File: config.mk
export PLATFORM = sky130hd
export DESIGN_NAME = gpio_pin_function_manager
export DESIGN_NICKNAME = d
export VERILOG_FILES = /design/src/design/gpm_pkg.sv /design/src/design/gpm_ctrl.sv /design/src/design/gpm_datapath.sv /design/src/design/gpio_pin_function_manager.sv
export SDC_FILE = /design/constraint.sdc
export NUM_CORES = 1
export LEC_CHECK = 0
export BUFFER_PORTS_ARGS = -buffer_cell sky130_fd_sc_hd__buf_4
export CAP_MARGIN = 25
export CORE_ASPECT_RATIO = 0.6
export CORE_MARGIN = 8
export CORE_UTILIZATION = 35
export DETAILED_ROUTE_END_ITERATION = 8
export HOLD_SLACK_MARGIN = 0.08
export PLACE_DENSITY = 0.55
export SETUP_SLACK_MARGIN = 0.3
export SYNTH_ARGS = -nofsm -noshare
export SYNTH_HDL_FRONTEND = slang
export SYNTH_SLANG_ARGS = --single-unit
File: constraint.sdc
create_clock -name clock -period 9.7 [get_ports clock]
set_clock_uncertainty 0.05 [all_clocks]
set_input_delay 0.97 -clock clock [delete_from_list [all_inputs] [get_ports clock]]
set_output_delay 0.97 -clock clock [all_outputs]
set_load 0.01 [all_outputs]
File: src/design/gpm_pkg.sv
package gpm_pkg;

   localparam int PINS_PER_PORT = 8;
   localparam int PORT_COUNT = 2;
   localparam int PIN_TOTAL = PINS_PER_PORT * PORT_COUNT;
   localparam int PIN_IDX_W = $clog2(PIN_TOTAL);

   // Pins that can carry the timer output: 1.2, 1.6, 2.1 and 2.2.
   localparam logic [PIN_TOTAL-1:0] PWM_CAPABLE = 16'h0644;

   typedef enum logic [2:0] {
      ACT_SETUP   = 3'd0,
      ACT_RESERVE = 3'd1,
      ACT_SET     = 3'd2,
      ACT_CLEAR   = 3'd3,
      ACT_TOGGLE  = 3'd4,
      ACT_READ    = 3'd5,
      ACT_EDGE    = 3'd6,
      ACT_QUERY   = 3'd7
   } action_type;

   typedef enum logic [2:0] {
      FN_FLOAT    = 3'd0,
      FN_PULLUP   = 3'd1,
      FN_PULLDOWN = 3'd2,
      FN_OUT      = 3'd3,
      FN_ANALOG   = 3'd4,
      FN_PWM      = 3'd5,
      FN_RESERVED = 3'd6,
      FN_UNKNOWN  = 3'd7
   } fn_type;

   localparam logic [2:0] EDGE_OFF  = 3'd0;
   localparam logic [2:0] EDGE_FALL = 3'd1;

   typedef enum logic [1:0] {
      ST_OK      = 2'd0,
      ST_BADPORT = 2'd1,
      ST_UNSUP   = 2'd2
   } status_type;

   typedef enum logic {
      SM_EMPTY = 1'b0,
      SM_FULL  = 1'b1
   } sm_state_type;

   typedef struct packed {
      logic step;
   } cmd_type;

endpackage

File: src/design/gpm_ctrl.sv
module gpm_ctrl (
   input  logic              clock,
   input  logic              reset,
   input  logic              req_tvalid,
   output logic              req_tready,
   output logic              rsp_tvalid,
   input  logic              rsp_tready,
   output gpm_pkg::cmd_type  cmd
);

   gpm_pkg::sm_state_type state_ff, state_in;

   always_ff @(posedge clock) begin
      if (reset) begin
         state_ff <= gpm_pkg::SM_EMPTY;
      end else begin
         state_ff <= state_in;
      end
   end

   always_comb begin
      state_in = state_ff;
      unique case (state_ff)
         gpm_pkg::SM_EMPTY: begin
            if (req_tvalid) state_in = gpm_pkg::SM_FULL;
         end
         gpm_pkg::SM_FULL: begin
            if (rsp_tready && !req_tvalid) state_in = gpm_pkg::SM_EMPTY;
         end
         default: state_in = gpm_pkg::SM_EMPTY;
      endcase
   end

   // A new beat is taken while the held result leaves in the same cycle.
   always_comb begin
      req_tready = 1'b0;
      rsp_tvalid = 1'b0;
      unique case (state_ff)
         gpm_pkg::SM_EMPTY: begin
            req_tready = 1'b1;
         end
         gpm_pkg::SM_FULL: begin
            req_tready = rsp_tready;
            rsp_tvalid = 1'b1;
         end
         default: begin
            req_tready = 1'b0;
            rsp_tvalid = 1'b0;
         end
      endcase
      cmd.step = req_tvalid && req_tready;
   end

   a_step_fills: assert property (@(posedge clock) disable iff (reset)
      cmd.step |=> rsp_tvalid)
      else $error("result not presented after a step");

   a_no_overwrite: assert property (@(posedge clock) disable iff (reset)
      rsp_tvalid && !rsp_tready |-> !cmd.step)
      else $error("step while a result is stalled");

   a_drain: assert property (@(posedge clock) disable iff (reset)
      rsp_tvalid && rsp_tready && !cmd.step |=> !rsp_tvalid)
      else $error("result repeated after it was taken");

endmodule

File: src/design/gpm_datapath.sv
module gpm_datapath (
   input  logic                    clock,
   input  logic                    reset,
   input  gpm_pkg::cmd_type        cmd,
   input  logic [2:0]              action,
   input  logic [7:0]              pin,
   input  logic [2:0]              function_code,
   input  logic [15:0]             pad_levels,
   output logic [1:0]              status,
   output logic                    read_level,
   output logic [2:0]              current_function,
   output logic [15:0]             direction_bits,
   output logic [15:0]             output_bits,
   output logic [15:0]             pull_enable_bits,
   output logic [15:0]             alt_select_bits,
   output logic [15:0]             edge_select_bits,
   output logic [15:0]             irq_enable_bits
);

   localparam int N = gpm_pkg::PIN_TOTAL;
   localparam int IW = gpm_pkg::PIN_IDX_W;
   localparam int PP = gpm_pkg::PINS_PER_PORT;

   gpm_pkg::fn_type     fn_table_ff [N];
   logic [N-1:0]        dir_ff, dir_in;
   logic [N-1:0]        out_ff, out_in;
   logic [N-1:0]        pull_ff, pull_in;
   logic [N-1:0]        alt_ff, alt_in;
   logic [N-1:0]        edge_ff, edge_in;
   logic [N-1:0]        irq_ff, irq_in;
   gpm_pkg::status_type status_ff, status_in;
   logic                level_ff, level_in;
   gpm_pkg::fn_type     cf_ff, cf_in;

   gpm_pkg::action_type act;
   gpm_pkg::fn_type     fn;
   gpm_pkg::fn_type     cur;
   gpm_pkg::fn_type     new_fn;
   logic [3:0]          port_nib;
   logic [3:0]          bit_nib;
   logic                pin_ok;
   logic [IW-1:0]       idx;
   logic [N-1:0]        m;
   logic [N-1:0]        pwm_vec;
   logic [N-1:0]        port_sel;
   logic                fn_wr;

   always_comb begin
      for (int i = 0; i < N; i++) begin
         pwm_vec[i] = (fn_table_ff[i] == gpm_pkg::FN_PWM);
      end
   end

   assign act      = gpm_pkg::action_type'(action);
   assign fn       = gpm_pkg::fn_type'(function_code);
   assign port_nib = pin[7:4];
   assign bit_nib  = pin[3:0];
   assign pin_ok   = (port_nib == 4'd1 || port_nib == 4'd2) && (bit_nib < 4'(PP));
   assign idx      = {port_nib == 4'd2, bit_nib[IW-2:0]};
   assign m        = pin_ok ? (N'(1) << idx) : '0;
   assign cur      = pin_ok ? fn_table_ff[idx] : gpm_pkg::FN_UNKNOWN;
   assign port_sel = idx[IW-1] ? {{PP{1'b1}}, {PP{1'b0}}} : {{PP{1'b0}}, {PP{1'b1}}};

   always_comb begin
      dir_in    = dir_ff;
      out_in    = out_ff;
      pull_in   = pull_ff;
      alt_in    = alt_ff;
      edge_in   = edge_ff;
      irq_in    = irq_ff;
      status_in = gpm_pkg::ST_OK;
      level_in  = 1'b0;
      new_fn    = cur;
      fn_wr     = 1'b0;
      unique case (act)
         gpm_pkg::ACT_SETUP: begin
            if (!pin_ok) begin
               status_in = gpm_pkg::ST_BADPORT;
            end else if (cur == fn) begin
               status_in = gpm_pkg::ST_OK;
            end else if (cur == gpm_pkg::FN_RESERVED) begin
               status_in = gpm_pkg::ST_UNSUP;
            end else begin
               case (fn)
                  gpm_pkg::FN_FLOAT: begin
                     dir_in = dir_ff & ~m; pull_in = pull_ff & ~m; alt_in = alt_ff & ~m;
                     fn_wr = 1'b1;
                  end
                  gpm_pkg::FN_PULLUP: begin
                     dir_in = dir_ff & ~m; out_in = out_ff | m;
                     pull_in = pull_ff | m; alt_in = alt_ff & ~m;
                     fn_wr = 1'b1;
                  end
                  gpm_pkg::FN_PULLDOWN: begin
                     dir_in = dir_ff & ~m; out_in = out_ff & ~m;
                     pull_in = pull_ff | m; alt_in = alt_ff & ~m;
                     fn_wr = 1'b1;
                  end
                  gpm_pkg::FN_OUT: begin
                     dir_in = dir_ff | m; out_in = out_ff & ~m;
                     pull_in = pull_ff & ~m; alt_in = alt_ff & ~m;
                     fn_wr = 1'b1;
                  end
                  gpm_pkg::FN_ANALOG: begin
                     if (idx[IW-1]) begin
                        status_in = gpm_pkg::ST_UNSUP;
                     end else begin
                        dir_in = dir_ff & ~m; pull_in = pull_ff & ~m; alt_in = alt_ff & ~m;
                        fn_wr = 1'b1;
                     end
                  end
                  gpm_pkg::FN_PWM: begin
                     // The addressed pin is not PWM here, so any PWM pin in the
                     // port is another one.
                     if (!gpm_pkg::PWM_CAPABLE[idx] || |(pwm_vec & port_sel)) begin
                        status_in = gpm_pkg::ST_UNSUP;
                     end else begin
                        dir_in = dir_ff | m; out_in = out_ff & ~m;
                        pull_in = pull_ff & ~m; alt_in = alt_ff | m;
                        fn_wr = 1'b1;
                     end
                  end
                  default: status_in = gpm_pkg::ST_UNSUP;
               endcase
               if (fn_wr) new_fn = fn;
            end
         end
         gpm_pkg::ACT_RESERVE: begin
            if (pin_ok) begin
               new_fn = gpm_pkg::FN_RESERVED;
               fn_wr = 1'b1;
            end else begin
               status_in = gpm_pkg::ST_BADPORT;
            end
         end
         gpm_pkg::ACT_SET, gpm_pkg::ACT_CLEAR, gpm_pkg::ACT_TOGGLE: begin
            if (cur != gpm_pkg::FN_OUT) begin
               status_in = gpm_pkg::ST_UNSUP;
            end else if (act == gpm_pkg::ACT_SET) begin
               out_in = out_ff | m;
            end else if (act == gpm_pkg::ACT_CLEAR) begin
               out_in = out_ff & ~m;
            end else begin
               out_in = out_ff ^ m;
            end
         end
         gpm_pkg::ACT_READ: begin
            if (cur == gpm_pkg::FN_ANALOG || cur == gpm_pkg::FN_RESERVED ||
                cur == gpm_pkg::FN_UNKNOWN) begin
               status_in = gpm_pkg::ST_UNSUP;
            end else begin
               level_in = |(pad_levels & m);
            end
         end
         gpm_pkg::ACT_EDGE: begin
            if (cur != gpm_pkg::FN_FLOAT && cur != gpm_pkg::FN_PULLUP &&
                cur != gpm_pkg::FN_PULLDOWN) begin
               status_in = gpm_pkg::ST_UNSUP;
            end else begin
               edge_in = (function_code == gpm_pkg::EDGE_FALL) ? (edge_ff | m) : (edge_ff & ~m);
               irq_in  = (function_code == gpm_pkg::EDGE_OFF) ? (irq_ff & ~m) : (irq_ff | m);
            end
         end
         gpm_pkg::ACT_QUERY: begin
            if (!pin_ok) status_in = gpm_pkg::ST_BADPORT;
         end
         default: status_in = gpm_pkg::ST_UNSUP;
      endcase
      cf_in = pin_ok ? new_fn : gpm_pkg::FN_UNKNOWN;
   end

   always_ff @(posedge clock) begin
      if (reset) begin
         for (int i = 0; i < N; i++) begin
            fn_table_ff[i] <= gpm_pkg::FN_FLOAT;
         end
         dir_ff  <= '0;
         out_ff  <= '0;
         pull_ff <= '0;
         alt_ff  <= '0;
         edge_ff <= '0;
         irq_ff  <= '0;
      end else if (cmd.step) begin
         if (fn_wr) fn_table_ff[idx] <= new_fn;
         dir_ff  <= dir_in;
         out_ff  <= out_in;
         pull_ff <= pull_in;
         alt_ff  <= alt_in;
         edge_ff <= edge_in;
         irq_ff  <= irq_in;
      end
   end

   always_ff @(posedge clock) begin
      if (cmd.step) begin
         status_ff <= status_in;
         level_ff  <= level_in;
         cf_ff     <= cf_in;
      end
   end

   assign status           = status_ff;
   assign read_level       = level_ff;
   assign current_function = cf_ff;
   assign direction_bits   = dir_ff;
   assign output_bits      = out_ff;
   assign pull_enable_bits = pull_ff;
   assign alt_select_bits  = alt_ff;
   assign edge_select_bits = edge_ff;
   assign irq_enable_bits  = irq_ff;

   a_one_pwm_per_port: assert property (@(posedge clock) disable iff (reset)
      $countones(pwm_vec[PP-1:0]) <= 1 && $countones(pwm_vec[N-1:PP]) <= 1)
      else $error("more than one PWM pin in a port");

   a_fail_keeps_state: assert property (@(posedge clock) disable iff (reset)
      cmd.step && status_in != gpm_pkg::ST_OK |=>
         $stable(dir_ff) && $stable(out_ff) && $stable(pull_ff) && $stable(alt_ff) &&
         $stable(edge_ff) && $stable(irq_ff))
      else $error("failed step changed pin registers");

   a_bad_pin_unknown: assert property (@(posedge clock) disable iff (reset)
      cmd.step && !pin_ok |=> cf_ff == gpm_pkg::FN_UNKNOWN && status_ff != gpm_pkg::ST_OK)
      else $error("invalid pin reported a real function");

endmodule

File: src/design/gpio_pin_function_manager.sv
// GPIO function manager for two eight-pin ports. Each request beat carries one
// action on one pin; the block answers with exactly one response beat holding
// the status, the read level, the pin's function and all six per-pin register
// images after the action. Every action is decided and committed in the cycle
// its beat is accepted, and the response is held in an output register, so a
// beat is answered in the next cycle and a new beat can be taken every
// cycle as long as the response side keeps taking beats. This rate rests on
// updating the sixteen-entry function table and the pin registers together
// on acceptance. Reset puts all pins in input-float mode with all bits cleared.
module gpio_pin_function_manager (
   input  logic         clock,
   input  logic         reset,
   input  logic         req_tvalid,
   output logic         req_tready,
   // action[2:0], pin[10:3], function_code[13:11], pad_levels[29:14], zero[31:30]
   input  logic [31:0]  req_tdata,
   output logic         rsp_tvalid,
   input  logic         rsp_tready,
   // status[1:0], read_level[2], current_function[5:3], direction_bits[21:6],
   // output_bits[37:22], pull_enable_bits[53:38], alt_select_bits[69:54],
   // edge_select_bits[85:70], irq_enable_bits[101:86], zero[103:102]
   output logic [103:0] rsp_tdata
);

   gpm_pkg::cmd_type cmd;

   logic [1:0]  status;
   logic        read_level;
   logic [2:0]  current_function;
   logic [15:0] direction_bits;
   logic [15:0] output_bits;
   logic [15:0] pull_enable_bits;
   logic [15:0] alt_select_bits;
   logic [15:0] edge_select_bits;
   logic [15:0] irq_enable_bits;

   gpm_ctrl u_ctrl (
      .clock      (clock),
      .reset      (reset),
      .req_tvalid (req_tvalid),
      .req_tready (req_tready),
      .rsp_tvalid (rsp_tvalid),
      .rsp_tready (rsp_tready),
      .cmd        (cmd)
   );

   gpm_datapath u_datapath (
      .clock            (clock),
      .reset            (reset),
      .cmd              (cmd),
      .action           (req_tdata[2:0]),
      .pin              (req_tdata[10:3]),
      .function_code    (req_tdata[13:11]),
      .pad_levels       (req_tdata[29:14]),
      .status           (status),
      .read_level       (read_level),
      .current_function (current_function),
      .direction_bits   (direction_bits),
      .output_bits      (output_bits),
      .pull_enable_bits (pull_enable_bits),
      .alt_select_bits  (alt_select_bits),
      .edge_select_bits (edge_select_bits),
      .irq_enable_bits  (irq_enable_bits)
   );

   assign rsp_tdata = {2'b00, irq_enable_bits, edge_select_bits, alt_select_bits,
                       pull_enable_bits, output_bits, direction_bits,
                       current_function, read_level, status};

endmodule
==> qor.csv <==
stage,metric,value,unit
run_status,status,"complete, no violations",
cells_and_area,"commonest non-fill, non-tap cell in the layout",buf_4,
clock_tree,Clock Latency Late Sink,0.43,ns
die,# rows,43,
routing,Pre-Repair DR Iteration Count,6,
routing,metal3 WL,2.740,mm
clock_tree,root buffer cell,clkbuf_16,
synthesis,Syn. warnings,0,
place,gpl congestion,0.8701,
worst_setup_path,"Data arrival, critical path",4.29,ns
routing,Routed wire per std cell,20.57,µm
synthesis,"top cells by area, synth","dfxtp_1 (24%), edfxtp_1 (20%), mux2i_1 (5.8%), ha_1 (5.5%), nand2b_1 (3.4%)",
clock_tree,Sink Count,151,
cells_and_area,"commonest cells after routing, fill and taps aside","buf_4 (149), dfxtp_1 (97), nand2_1 (71), edfxtp_1 (54), nor3_1 (53)",
worst_setup_path,R2R Path Start,u_datapath.fn_table_ff[6][0]$_SDFFCE_PN0P_,
routing,met2 wire length,10.59,mm
power,Peak supply drop,0.0001219,V
clock_tree,Setup Buffers After CTS,0,
synthesis,Mapped Area,8260,µm²
global_routing,largest net degree at the start of global routing,75,
worst_setup_path,nature of the critical path endpoint,flip-flop,
worst_setup_path,launch point of the worst path,req_tdata[10],
routing,DRT met1 WL,12.75,mm
synthesis,syn avg cell area,9.776,µm²
synthesis,cells after synthesis,845,
sta,fin crit period,4.241,ns
worst_setup_path,WP data required,9.75,ns
worst_setup_path,WS Path Type,in2reg,
sta,Final Slew Violations,0,
clock_tree,H-tree levels,4,
routing,via count,6920,
cells_and_area,"Net count, final",1023,
place,DPL Wire Length,19.21,mm
sta,Slew @ Worst Pin,0.9865,ns
sta,Rel. slew slack,34.23,%
die,I/O pins,142,
clock_tree,"Clk pin slew, worst setup/hold paths",0.07,ns
sta,final setup vio count,0,
die,die height,135,µm
power,Pwr Density,142.1,nW/µm²
sta,fmax,235.8,MHz
routing,Vias/cell,5.410,
cells_and_area,Final Cell Area,10090,µm²
synthesis,Synth cell types,62,
sta,final hold violation count,0,
global_routing,first-pass GRT wire length,40.25,mm
worst_setup_path,startpoint types,primary input,
synthesis,"Seq/Total Area, Yosys",43.14,%
cells_and_area,Synth-to-Final Area Change,22.19,%
global_routing,GR Util All Layers,17.79,%
sta,fin crit share,43.72,%
place,Port Buf Inserts,137,
clock_tree,clk buf depth,2,
clock_tree,# hold bufs at CTS,0,
global_routing,vias in the first global route,6534,
power,Lkg Pwr,3.846,nW
sta,TNS Setup,0,ns
job,maxcap violations,0,
synthesis,predominant post-synthesis flop cell,dfxtp_1,
clock_tree,CTS buffer count,17,
routing,DRT antenna net count,0,
die,die width,214.3,µm
routing,top layer used by detailed routing,met4,
routing,# DRC,0,
worst_setup_path,Critical Path Fanout Max,16,
synthesis,share of flip-flops with an asynchronous set or reset,0,%
die,CORE AREA,23130,µm²
synthesis,Synth area leader,dfxtp_1,
min_path,Hold Path Class,reg2reg,
clock_tree,TritonCTS clock tree,built,
routing,Routed WL,26.30,mm
place,placed inst area,9525,µm²
synthesis,synthesized flop and latch total,151,
routing,Iteration-0 DRC Markers,804,
clock_tree,Post-CTS Resized,0,
global_routing,grt ovf,0,
die,Initial Util,35.71,%
global_routing,initial antenna violation count,0,
synthesis,Yosys top cell area share,23.51,%
synthesis,Post-synth EDFFs,54,
sta,unrepaired setup endpoints after global routing,false,
cells_and_area,ANT cells,0,
die,Die Area,28930,µm²
cells_and_area,share of cells above drive strength 1,23.34,%
## report_power, final
part           switching, mW  internal, mW
Clock                  0.291         0.360
Sequential           0.00532         0.663
Combinational         0.0729        0.0416
Total                  0.370          1.06
## layer usage
metal,vias to the layer above,global-route usage [%]
li1,3285,-
met1,3310,27.02
met2,307,23.94
met3,18,5.316
met4,0,3.794
met5,-,0
## area by class of cell
type / count / area, µm²
fillers: 2243 / 13040
repair buffers: 149 / 1119
clock inverters: 14 / 138.9
flip-flops and latches: 151 / 3563
clock buffers: 18 / 429.2
multi-input cells: 587 / 4280
inverters: 45 / 168.9
well taps: 315 / 394.1
## path summary, 6_finish.rpt
check / endpoint / slack (ns) / cells past startpoint
worst max register to register: u_datapath.fn_table_ff[1][1]$_SDFFCE_PN0P_ / 6.10 / 8
worst min-delay path: flip-flop / 0.42 / 2
worst min register to register: flip-flop / 0.42 / 2
worst max-delay path: u_datapath.fn_table_ff[1][1]$_SDFFCE_PN0P_ / 5.46 / 9
## cell usage after synthesis (2+ instances only)
library cell,number
buf_2,6
or3_1,4
nand2_1,71
inv_1,45
a311oi_1,17
or2_2,2
o211ai_1,2
nor2_2,6
o21ai_0,38
and2_1,3
o41ai_1,2
ha_1,36
a22o_1,2
or4_1,2
xnor2_1,4
and3_1,11
a222oi_1,16
mux2i_1,48
nand3_1,15
edfxtp_1,54
dfxtp_1,97
buf_1,2
buf_6,2
clkbuf_1,48
mux4_2,12
nor2_1,47
a21oi_1,40
nand2b_1,45
nor3_1,55
a211oi_1,17
nor4_1,4
o21bai_1,18
nand4_1,4
a22oi_1,5
o22ai_2,2
buf_4,4
a221oi_1,3
nor2_8,10
nor3b_1,6
nand3b_1,18
## through the flow
| stage | utilization, % | total power, mW | hold WS, ns | setup slack (ns) | cells |
|---|---|---|---|---|---|
| after floorplan | - | 0.7517 | 0.4426 | 5.794 | 846 |
| after global placement | 41.17 | 0.7953 | 0.4107 | 5.089 | 1247 |
| after detailed placement | 41.17 | 0.7952 | 0.4124 | 5.050 | 1247 |
| after CTS | 43.63 | 1.448 | 0.4256 | 5.519 | 1279 |
| after global routing | 43.63 | 1.486 | 0.4392 | 5.177 | 1279 |
| final | 43.63 | 1.434 | 0.4233 | 5.459 | 1279 |
## worst max-delay path, cell delays in order
cell	delay (ns)
buf_4	0.14
or4b_1	0.78
nand3_1	0.25
nand4_4	0.20
nor3b_1	0.23
or4_1	0.53
o21ai_2	0.29
nand2_1	0.43
o21bai_1	0.45
## cell families (layout without fill, tap and decap cells)
kind of cell / count (synthesis) / in the layout / share of synthesized area [%]
multiplexers: 61 / 61 / 9.224
AND/OR/NAND/NOR: 310 / 310 / 21.46
AO/OA/AOI/OAI: 173 / 173 / 14.57
flip-flops: 151 / 151 / 43.14
buffers and inverters: 108 / 226 / 5.559
adder cells (fa/ha/maj): 37 / 37 / 5.574
XOR/XNOR: 4 / 4 / 0.4241
other: 1 / 2 / 0.04540
Power figures use the tool's default switching activity.
